**src/rtl/rnfa_pkg.sv**
```systemverilog
// ----------------------------------------------------------------------------
// rnfa_pkg: shared types and constants of the ring neighbour FIFO arbiter
// Client states, event opcodes, controller states and the control bundle
// that the arbiter hands to every queue cell.
// ----------------------------------------------------------------------------
package rnfa_pkg;

    localparam int OPCODE_W   = 2;
    localparam int CLIENT_W   = 4;
    localparam int COUNT_W    = 5;
    localparam int MAX_GRANTS = 8;
    localparam int GRANT_W    = $clog2(MAX_GRANTS + 1);

    typedef enum logic [1:0] {
        ST_THINK = 2'd0,
        ST_WAIT  = 2'd1,
        ST_EAT   = 2'd2
    } t_status;

    typedef enum logic [OPCODE_W-1:0] {
        OP_REQUEST  = 2'd0,
        OP_RELEASE  = 2'd1,
        OP_WITHDRAW = 2'd2
    } t_opcode;

    typedef enum logic {
        S_IDLE = 1'b0,
        S_SCAN = 1'b1
    } t_state;

    typedef struct packed {
        logic                append;
        logic                remove;
        logic                withdraw;
        logic [CLIENT_W-1:0] client;
    } t_cell_ctl;

endpackage

```
**src/rtl/rnfa_in_if.sv**
```systemverilog
// ----------------------------------------------------------------------------
// rnfa_in_if: event request channel
// Valid/ready channel that carries one arbiter event.
// ----------------------------------------------------------------------------
interface rnfa_in_if;

    logic                          valid;
    logic                          ready;
    logic [rnfa_pkg::OPCODE_W-1:0] opcode;
    logic [rnfa_pkg::CLIENT_W-1:0] client;

    modport source (output valid, output opcode, output client, input ready);
    modport sink   (input valid, input opcode, input client, output ready);

endinterface

```
**src/rtl/rnfa_out_if.sv**
```systemverilog
// ----------------------------------------------------------------------------
// rnfa_out_if: grant result channel
// Valid/ready channel that carries one grant result of the arbiter.
// ----------------------------------------------------------------------------
interface rnfa_out_if;

    logic                          valid;
    logic                          ready;
    logic                          grant_valid;
    logic [rnfa_pkg::CLIENT_W-1:0] granted_client;
    logic                          ignored;
    logic [rnfa_pkg::COUNT_W-1:0]  queue_count;
    logic                          last;

    modport source (output valid, output grant_valid, output granted_client,
                    output ignored, output queue_count, output last, input ready);
    modport sink   (input valid, input grant_valid, input granted_client,
                    input ignored, input queue_count, input last, output ready);

endinterface

```
**src/rtl/rnfa_cell.sv**
```systemverilog
// ----------------------------------------------------------------------------
// rnfa_cell: one slot of the wait queue
// Holds one queued client, flags it when it may eat or when it is being
// withdrawn, passes the first hit down the row and closes the gap by taking
// the id of the next slot.
// ----------------------------------------------------------------------------
module rnfa_cell #(
    parameter int CLIENTS = 5
) (
    input  logic                          i_clk,
    input  rnfa_pkg::t_cell_ctl           i_ctl,
    input  logic [CLIENTS-1:0]            i_eat,
    input  logic                          i_occupied,
    input  logic                          i_is_tail,
    input  logic                          i_hit_seen,
    input  logic [$clog2(CLIENTS)-1:0]    i_sel_id,
    input  logic [$clog2(CLIENTS)-1:0]    i_next_id,
    output logic                          o_hit_seen,
    output logic [$clog2(CLIENTS)-1:0]    o_sel_id,
    output logic [$clog2(CLIENTS)-1:0]    o_id
);

    localparam int IdW = $clog2(CLIENTS);

    logic [IdW-1:0] r_id;
    logic [IdW-1:0] n_id;
    logic [IdW-1:0] w_left;
    logic [IdW-1:0] w_right;
    logic           w_eligible;
    logic           w_match;
    logic           w_hit;

    always_comb begin
        w_left     = (r_id == '0) ? IdW'(CLIENTS - 1) : r_id - 1'b1;
        w_right    = (r_id == IdW'(CLIENTS - 1)) ? '0 : r_id + 1'b1;
        w_eligible = i_occupied && !i_eat[w_left] && !i_eat[w_right];
        w_match    = i_occupied && (r_id == i_ctl.client[IdW-1:0]);
        w_hit      = i_ctl.withdraw ? w_match : w_eligible;
        o_hit_seen = i_hit_seen || w_hit;
        o_sel_id   = (!i_hit_seen && w_hit) ? r_id : i_sel_id;
        o_id       = r_id;

        n_id = r_id;
        if (i_ctl.remove && o_hit_seen) begin
            n_id = i_next_id;
        end
        if (i_ctl.append && i_is_tail) begin
            n_id = i_ctl.client[IdW-1:0];
        end
    end

    always_ff @(posedge i_clk) begin
        r_id <= n_id;
    end

endmodule

```
**src/rtl/ring_neighbour_fifo_arbiter.sv**
```systemverilog
// ----------------------------------------------------------------------------
// ring_neighbour_fifo_arbiter: waiter arbiter for clients in a ring
// Takes request, release and withdraw events and grants waiting clients
// whose two ring neighbours are not eating, oldest first.
// ----------------------------------------------------------------------------
// Usage:
//   i_req carries one event (opcode, client). It is taken only while the
//   arbiter is idle; the event is applied in the cycle it is accepted.
//   o_rsp carries the results: one per grant, or a single no-grant result,
//   with last set on the final result of the event.
//   Each scan step of the queue cell row yields one grant per cycle while the
//   output register is free; a grant is held pending and is issued as a
//   result on the next scan step, and the scan ends with the step that finds
//   nothing.
//   A result waits in the output register; while it is not taken the scan
//   holds, and the next event is taken once the previous scan is done.
//   Reset makes every client thinking and empties the queue.
// ----------------------------------------------------------------------------
module ring_neighbour_fifo_arbiter #(
    parameter int CLIENTS = 5
) (
    input  logic      i_clk,
    input  logic      i_rst_n,
    rnfa_in_if.sink   i_req,
    rnfa_out_if.source o_rsp
);

    localparam int IdW     = $clog2(CLIENTS);
    localparam int CntW    = $clog2(CLIENTS + 1);
    localparam int ClientW = rnfa_pkg::CLIENT_W;
    localparam int CountW  = rnfa_pkg::COUNT_W;
    localparam int GrantW  = rnfa_pkg::GRANT_W;

    rnfa_pkg::t_state    r_state, n_state;
    rnfa_pkg::t_status   r_status [CLIENTS];
    rnfa_pkg::t_status   n_status [CLIENTS];
    logic [CntW-1:0]     r_count, n_count;
    logic [GrantW-1:0]   r_ngrant, n_ngrant;
    logic                r_ign, n_ign;
    logic                r_pend_valid, n_pend_valid;
    logic [IdW-1:0]      r_pend_client, n_pend_client;
    logic [CntW-1:0]     r_pend_count, n_pend_count;
    logic                r_out_valid, n_out_valid;
    logic                r_out_grant, n_out_grant;
    logic [ClientW-1:0]  r_out_client, n_out_client;
    logic                r_out_ign, n_out_ign;
    logic [CntW-1:0]     r_out_count, n_out_count;
    logic                r_out_last, n_out_last;

    rnfa_pkg::t_cell_ctl w_ctl;
    logic [CLIENTS-1:0]  w_eat;
    logic [CLIENTS-1:0]  w_occ;
    logic [CLIENTS-1:0]  w_tail;
    logic                w_hit_seen [CLIENTS+1];
    logic [IdW-1:0]      w_sel_id   [CLIENTS+1];
    logic [IdW-1:0]      w_id       [CLIENTS];
    logic                w_accept;
    logic                w_in_range;
    logic [IdW-1:0]      w_idx;
    logic                w_req_ok;
    logic                w_rel_ok;
    logic                w_wdr_ok;
    logic                w_out_free;
    logic                w_advance;
    logic                w_found;
    logic [IdW-1:0]      w_granted;

    assign w_accept   = i_req.valid && i_req.ready;
    assign w_in_range = ({1'b0, i_req.client} < (ClientW + 1)'(CLIENTS));
    assign w_idx      = i_req.client[IdW-1:0];
    assign w_req_ok   = w_in_range && (i_req.opcode == rnfa_pkg::OP_REQUEST)
                        && (r_status[w_idx] == rnfa_pkg::ST_THINK)
                        && (r_count < CntW'(CLIENTS));
    assign w_rel_ok   = w_in_range && (i_req.opcode == rnfa_pkg::OP_RELEASE)
                        && (r_status[w_idx] == rnfa_pkg::ST_EAT);
    assign w_wdr_ok   = w_in_range && (i_req.opcode == rnfa_pkg::OP_WITHDRAW)
                        && (r_status[w_idx] == rnfa_pkg::ST_WAIT);

    assign w_out_free = !r_out_valid || o_rsp.ready;
    assign w_advance  = (r_state == rnfa_pkg::S_SCAN) && w_out_free;
    assign w_found    = w_hit_seen[CLIENTS] && (r_ngrant < GrantW'(rnfa_pkg::MAX_GRANTS));
    assign w_granted  = w_sel_id[CLIENTS];

    always_comb begin
        w_ctl.append   = w_accept && w_req_ok;
        w_ctl.withdraw = (r_state == rnfa_pkg::S_IDLE);
        w_ctl.remove   = (w_accept && w_wdr_ok) || (w_advance && w_found);
        w_ctl.client   = i_req.client;
    end

    assign w_hit_seen[0] = 1'b0;
    assign w_sel_id[0]   = '0;

    for (genvar k = 0; k < CLIENTS; k++) begin : g_cell
        assign w_eat[k]  = (r_status[k] == rnfa_pkg::ST_EAT);
        assign w_occ[k]  = (r_count > CntW'(k));
        assign w_tail[k] = (r_count == CntW'(k));

        rnfa_cell #(
            .CLIENTS (CLIENTS)
        ) u_cell (
            .i_clk      (i_clk),
            .i_ctl      (w_ctl),
            .i_eat      (w_eat),
            .i_occupied (w_occ[k]),
            .i_is_tail  (w_tail[k]),
            .i_hit_seen (w_hit_seen[k]),
            .i_sel_id   (w_sel_id[k]),
            .i_next_id  ((k == CLIENTS - 1) ? w_id[k] : w_id[(k + 1) % CLIENTS]),
            .o_hit_seen (w_hit_seen[k+1]),
            .o_sel_id   (w_sel_id[k+1]),
            .o_id       (w_id[k])
        );
    end

    always_comb begin
        n_state       = r_state;
        n_status      = r_status;
        n_count       = r_count;
        n_ngrant      = r_ngrant;
        n_ign         = r_ign;
        n_pend_valid  = r_pend_valid;
        n_pend_client = r_pend_client;
        n_pend_count  = r_pend_count;
        n_out_valid   = r_out_valid && !o_rsp.ready;
        n_out_grant   = r_out_grant;
        n_out_client  = r_out_client;
        n_out_ign     = r_out_ign;
        n_out_count   = r_out_count;
        n_out_last    = r_out_last;
        i_req.ready   = (r_state == rnfa_pkg::S_IDLE);

        unique case (r_state)
            rnfa_pkg::S_IDLE: begin
                if (w_accept) begin
                    if (w_req_ok) begin
                        n_status[w_idx] = rnfa_pkg::ST_WAIT;
                        n_count         = r_count + 1'b1;
                    end
                    if (w_rel_ok) begin
                        n_status[w_idx] = rnfa_pkg::ST_THINK;
                    end
                    if (w_wdr_ok) begin
                        n_status[w_idx] = rnfa_pkg::ST_THINK;
                        n_count         = r_count - 1'b1;
                    end
                    n_ign        = !(w_req_ok || w_rel_ok || w_wdr_ok);
                    n_ngrant     = '0;
                    n_pend_valid = 1'b0;
                    n_state      = rnfa_pkg::S_SCAN;
                end
            end
            rnfa_pkg::S_SCAN: begin
                if (w_advance) begin
                    if (r_pend_valid) begin
                        n_out_valid  = 1'b1;
                        n_out_grant  = 1'b1;
                        n_out_client = ClientW'(r_pend_client);
                        n_out_ign    = r_ign;
                        n_out_count  = r_pend_count;
                        n_out_last   = !w_found;
                    end else if (!w_found) begin
                        n_out_valid  = 1'b1;
                        n_out_grant  = 1'b0;
                        n_out_client = '0;
                        n_out_ign    = r_ign;
                        n_out_count  = r_count;
                        n_out_last   = 1'b1;
                    end
                    if (w_found) begin
                        n_status[w_granted] = rnfa_pkg::ST_EAT;
                        n_count             = r_count - 1'b1;
                        n_ngrant            = r_ngrant + 1'b1;
                        n_pend_valid        = 1'b1;
                        n_pend_client       = w_granted;
                        n_pend_count        = r_count - 1'b1;
                    end else begin
                        n_pend_valid = 1'b0;
                        n_state      = rnfa_pkg::S_IDLE;
                    end
                end
            end
            default: begin
                n_state = rnfa_pkg::S_IDLE;
            end
        endcase
    end

    always_ff @(posedge i_clk) begin
        if (!i_rst_n) begin
            r_state      <= rnfa_pkg::S_IDLE;
            r_count      <= '0;
            r_ngrant     <= '0;
            r_pend_valid <= 1'b0;
            r_out_valid  <= 1'b0;
            for (int k = 0; k < CLIENTS; k++) begin
                r_status[k] <= rnfa_pkg::ST_THINK;
            end
        end else begin
            r_state      <= n_state;
            r_count      <= n_count;
            r_ngrant     <= n_ngrant;
            r_pend_valid <= n_pend_valid;
            r_out_valid  <= n_out_valid;
            r_status     <= n_status;
        end
    end

    always_ff @(posedge i_clk) begin
        r_ign         <= n_ign;
        r_pend_client <= n_pend_client;
        r_pend_count  <= n_pend_count;
        r_out_grant   <= n_out_grant;
        r_out_client  <= n_out_client;
        r_out_ign     <= n_out_ign;
        r_out_count   <= n_out_count;
        r_out_last    <= n_out_last;
    end

    assign o_rsp.valid          = r_out_valid;
    assign o_rsp.grant_valid    = r_out_grant;
    assign o_rsp.granted_client = r_out_client;
    assign o_rsp.ignored        = r_out_ign;
    assign o_rsp.queue_count    = CountW'(r_out_count);
    assign o_rsp.last           = r_out_last;

endmodule

```
**src/flat_wrapper.sv**
```systemverilog
// flat-port wrapper written by rule: the top's interface ports become plain ports
module ring_neighbour_fifo_arbiter_flat 
#(
    parameter int CLIENTS = 5
)
  (i_clk, i_rst_n, i_req_valid, i_req_opcode, i_req_client, i_req_ready, o_rsp_valid, o_rsp_grant_valid, o_rsp_granted_client, o_rsp_ignored, o_rsp_queue_count, o_rsp_last, o_rsp_ready);
  rnfa_in_if i_req_i ();
  rnfa_out_if o_rsp_i ();
  input  logic i_clk;
  input  logic i_rst_n;
  input wire logic [$bits(i_req_i.valid)-1:0] i_req_valid;
  input wire logic [$bits(i_req_i.opcode)-1:0] i_req_opcode;
  input wire logic [$bits(i_req_i.client)-1:0] i_req_client;
  output wire logic [$bits(i_req_i.ready)-1:0] i_req_ready;
  output wire logic [$bits(o_rsp_i.valid)-1:0] o_rsp_valid;
  output wire logic [$bits(o_rsp_i.grant_valid)-1:0] o_rsp_grant_valid;
  output wire logic [$bits(o_rsp_i.granted_client)-1:0] o_rsp_granted_client;
  output wire logic [$bits(o_rsp_i.ignored)-1:0] o_rsp_ignored;
  output wire logic [$bits(o_rsp_i.queue_count)-1:0] o_rsp_queue_count;
  output wire logic [$bits(o_rsp_i.last)-1:0] o_rsp_last;
  input wire logic [$bits(o_rsp_i.ready)-1:0] o_rsp_ready;
  assign i_req_i.valid = i_req_valid;
  assign i_req_i.opcode = i_req_opcode;
  assign i_req_i.client = i_req_client;
  assign i_req_ready = i_req_i.ready;
  assign o_rsp_valid = o_rsp_i.valid;
  assign o_rsp_grant_valid = o_rsp_i.grant_valid;
  assign o_rsp_granted_client = o_rsp_i.granted_client;
  assign o_rsp_ignored = o_rsp_i.ignored;
  assign o_rsp_queue_count = o_rsp_i.queue_count;
  assign o_rsp_last = o_rsp_i.last;
  assign o_rsp_i.ready = o_rsp_ready;
  ring_neighbour_fifo_arbiter #(.CLIENTS(CLIENTS)) u_core (.i_clk(i_clk), .i_rst_n(i_rst_n), .i_req(i_req_i), .o_rsp(o_rsp_i));
endmodule
```
**config.mk**
```make
export PLATFORM = sky130hd
export DESIGN_NAME = ring_neighbour_fifo_arbiter_flat
export DESIGN_NICKNAME = d
export VERILOG_FILES = /design/src/rtl/rnfa_pkg.sv /design/src/rtl/rnfa_in_if.sv /design/src/rtl/rnfa_out_if.sv /design/src/rtl/rnfa_cell.sv /design/src/rtl/ring_neighbour_fifo_arbiter.sv /design/src/flat_wrapper.sv
export SDC_FILE = /design/constraint.sdc
export NUM_CORES = 1
export LEC_CHECK = 0
export ABC_AREA = 1
export BUFFER_PORTS_ARGS = -buffer_cell sky130_fd_sc_hd__buf_2
export CORE_ASPECT_RATIO = 0.75
export CORE_MARGIN = 2
export CORE_UTILIZATION = 30
export DETAILED_ROUTE_END_ITERATION = 7
export GPL_TIMING_DRIVEN = 0
export PLACE_DENSITY = 0.55
export SYNTH_ARGS = -nofsm -noshare
export SYNTH_HDL_FRONTEND = slang
export SYNTH_SLANG_ARGS = --single-unit
```
**constraint.sdc**
```tcl
create_clock -name i_clk -period 2.7 [get_ports i_clk]
set_clock_uncertainty 0.1 [all_clocks]
set_input_delay 0.27 -clock i_clk [delete_from_list [all_inputs] [get_ports i_clk]]
set_output_delay 0.27 -clock i_clk [all_outputs]
set_load 0.005 [all_outputs]
```
==> results.yml <==
outcome:
  outcome: "complete, but fails checks"
  violations: "negative setup slack"
placement:
  dp_cells: 790
  place_worst_setup_slack_ns: -0.665
  io_buffers: 20
  placed_area_sq_mm: 0.00450
  hpwl_um: 8840
  place.gp.congestion: 0.876
synth:
  synth.distinct_cells: 44
  synth-seq-area-share_pct: 31.9
  synth_async_sr_flop_share_pct: 0
  syn_inst: 593
  synth-seq-cells: 51
  yosys_most_used_dff: "edfxtp_1"
  syn_area_sq_mm: 0.00418
  avgSynthCellArea_sq_um: 7.04
  ys_warn_count: 0
  synth_edf_count: 31
grt:
  grt_use_total_pct: 16.5
  grt_pass1_wl_um: 19300
  gr-total-overflow: 0
  first_global_vias: 3779
  antenna_found_initial: 0
  grt_max_degree: 17
setup_path:
  start_kind: "flop"
  cp-end-kind: "flop"
  critical_path_class: "reg -> reg"
  crit_arrival_ns: 2.65
  worstPathMaxFanout: 4
  cp.required_ns: 2.60
cells_and_area:
  fillerInstances: 1336
  final_common_cell: "nand2_1"
  drive_gt1_share_pct: 32.5
  final_nets: 700
  utilization_pct: 40.7
  design_area_sq_mm: 0.00555
  syn2layout_area_growth_pct: 33.0
  antenna_cells: 0
  final_cell_mix: "nand2_1 (115), inv_1 (63), nor2_1 (55)"
  finalNonFillerCells: 845
power_and_ir_drop:
  vdd_drop_max_v: 0.000271
  power_frac_clock_pct: 30.5
  switching_share_pct: 32.9
  combPwrFrac_pct: 29.9
  seqPwrFrac_pct: 39.6
  p_int_mw: 1.54
  p_leak_nw: 2.44
  cellPowerDensity_mw_per_mm2: 413
  switchingPower_uw: 754
timing:
  fin_crit_sh_pct: 102
  tightest_slew_ns: 0.674
  slew_headroom_pct: 55.0
  period_minus_slack_ns: 2.75
  max_freq_mhz: 363
  hold_viol: 0
  fin_hold_ws_ns: 0.0609
  finalSetupViolations: 9
  fin_ws_ns: -0.0542
  slew_viol_final: 0
  grt_setup_unrepaired: "true"
route:
  wl_per_cell_um: 14.8
  viasPerCell: 4.88
  drc: 0
  wl_um: 12500
  drt-initial-drc-count: 269
  ant_nets: 0
  drtPass1Iterations: 4
  vias: 4120
clock_tree:
  clockRootBuffer: "clkbuf_16"
  ctsHtreeMaxLevel: 2
  hold_buffers: 0
  cts_tree: "done"
  cts_buffer_depth: 2
  cts.clk_slew.worst_paths_ns: 0.07
  clock-sinks: 51
  cts_buffers: 5
  clk_latency_ns: 0.30
hold_path:
  hold_path_class: "in -> reg"
floorplan:
  die_x_um: 140
  initial_core_util_pct: 30.6
  core_sq_mm: 0.0137
  die_h_um: 106
  fp.dieArea_sq_mm: 0.0149
  top_level_ports: 24
  num_rows: 37
run:
  maxCapViolations: 0
## flip-flops by register name (all words and copies together) (netlist names)
signal and cells:
u_core.r_pend_client 3, u_core.g_cell.u_cell.o_id 15, u_core.r_out_count 3, u_core.r_state 1, u_core.o_rsp.ignored 1, u_core.r_pend_valid 1, u_core.o_rsp.last 1, u_core.r_ngrant 4
u_core.r_ign 1, u_core.r_pend_count 3, u_core.r_count 3, u_core.r_status 10, u_core.o_rsp.valid 1, u_core.o_rsp.grant_valid 1, u_core.o_rsp.granted_client 3
## worst max-delay path, stage by stage (launching register included)
cell	delay [ns]
edfxtp_1	0.54
inv_2	0.12
ha_4	0.21
nand2_4	0.11
o21ai_4	0.07
nand3b_1	0.17
nand3b_1	0.11
nand3_2	0.14
a21o_1	0.23
nand3_4	0.11
nand3_4	0.12
o21ai_4	0.13
inv_2	0.10
o21ai_4	0.18
## cell families after synthesis
logic type               after synthesis  synth area share, %
AND/OR/NAND/NOR                      319                 36.6
XOR/XNOR                              16                 3.36
AO/OA/AOI/OAI                         84                 11.5
other                                  1               0.0898
flip-flops                            51                 31.9
adder cells (fa/ha/maj)               21                 6.29
buffers and inverters                101                 10.3
## synthesized netlist by cell type, drive strengths merged (2+ instances only)
cell,n,area (sq um)
xnor2,12,105
o22ai,3,18.8
a31oi,3,18.8
nand4,9,62.6
a21oi,25,144
dfxtp,20,400
xor2,4,35.0
nor3,2,21.3
nand2,161,672
nor2,71,320
o211ai,3,22.5
nand3,68,395
buf,9,73.8
clkbuf,4,25.0
nand3b,5,37.5
inv,87,327
ha,21,263
edfxtp,31,931
o21ai,46,241
## final timing paths
check                                       start                         endpoint  slack, ns  depth (start not counted)
setup reg to reg  u_core.g_cell[4].u_cell.o_id[1]  u_core.g_cell[2].u_cell.o_id[1]      -0.05                         13
hold / removal                    i_req_client[0]  u_core.g_cell[4].u_cell.o_id[0]       0.06                          1
setup / recovery  u_core.g_cell[4].u_cell.o_id[1]  u_core.g_cell[2].u_cell.o_id[1]      -0.05                         13
hold reg to reg                      u_core.r_ign             u_core.o_rsp.ignored       0.33                          0
## through the flow
stage / power [mW] / setup TNS (ns)
final: 2.29 / -0.282
after global routing: 2.41 / -5.22
after CTS: 2.19 / 0
after detailed placement: 1.42 / -12.44
after global placement: 1.41 / -8.66
after floorplan: 1.28 / 0
## layout make-up
class	instances	area, sq um	share of cell area, %
clock buffers	7	154	2.77
multi-input cells	443	2910	52.3
inverters	88	343	6.17
repair buffers	66	487	8.76
repair inverters	1	7.51	0.135
well taps	175	219	3.94
plain buffers	13	98.8	1.78
flip-flops and latches	51	1330	24.0
clock inverters	1	8.76	0.158
## power by group through the flow
stage	logic [mW]	registers [mW]	clock network (mW)
final	0.686	0.908	0.699
after detailed placement	0.495	0.923	0
after CTS	0.569	0.904	0.716
after floorplan	0.361	0.919	0
after global placement	0.486	0.922	0
after global routing	0.747	0.913	0.746
## timing repair
action / CTS / global route
gates cloned: 1 / 0
resized for setup: 37 / 101
setup buffers: 27 / 19
endpoints found under the setup margin: 44 / 53
pin swaps: 14 / 35
hold endpoints to repair: 0 / 0
## layer usage
metal | vias to the layer above | wire (um) | global-route usage [%]
met2 | 101 | 5130 | 23.2
met4 | 0 | 180 | 4.26
met3 | 19 | 766 | 3.06
met5 | - | 0 | 0
met1 | 1919 | 6430 | 25.4
li1 | 2081 | - | -
Note: power is estimated with default switching activity, not from simulation.
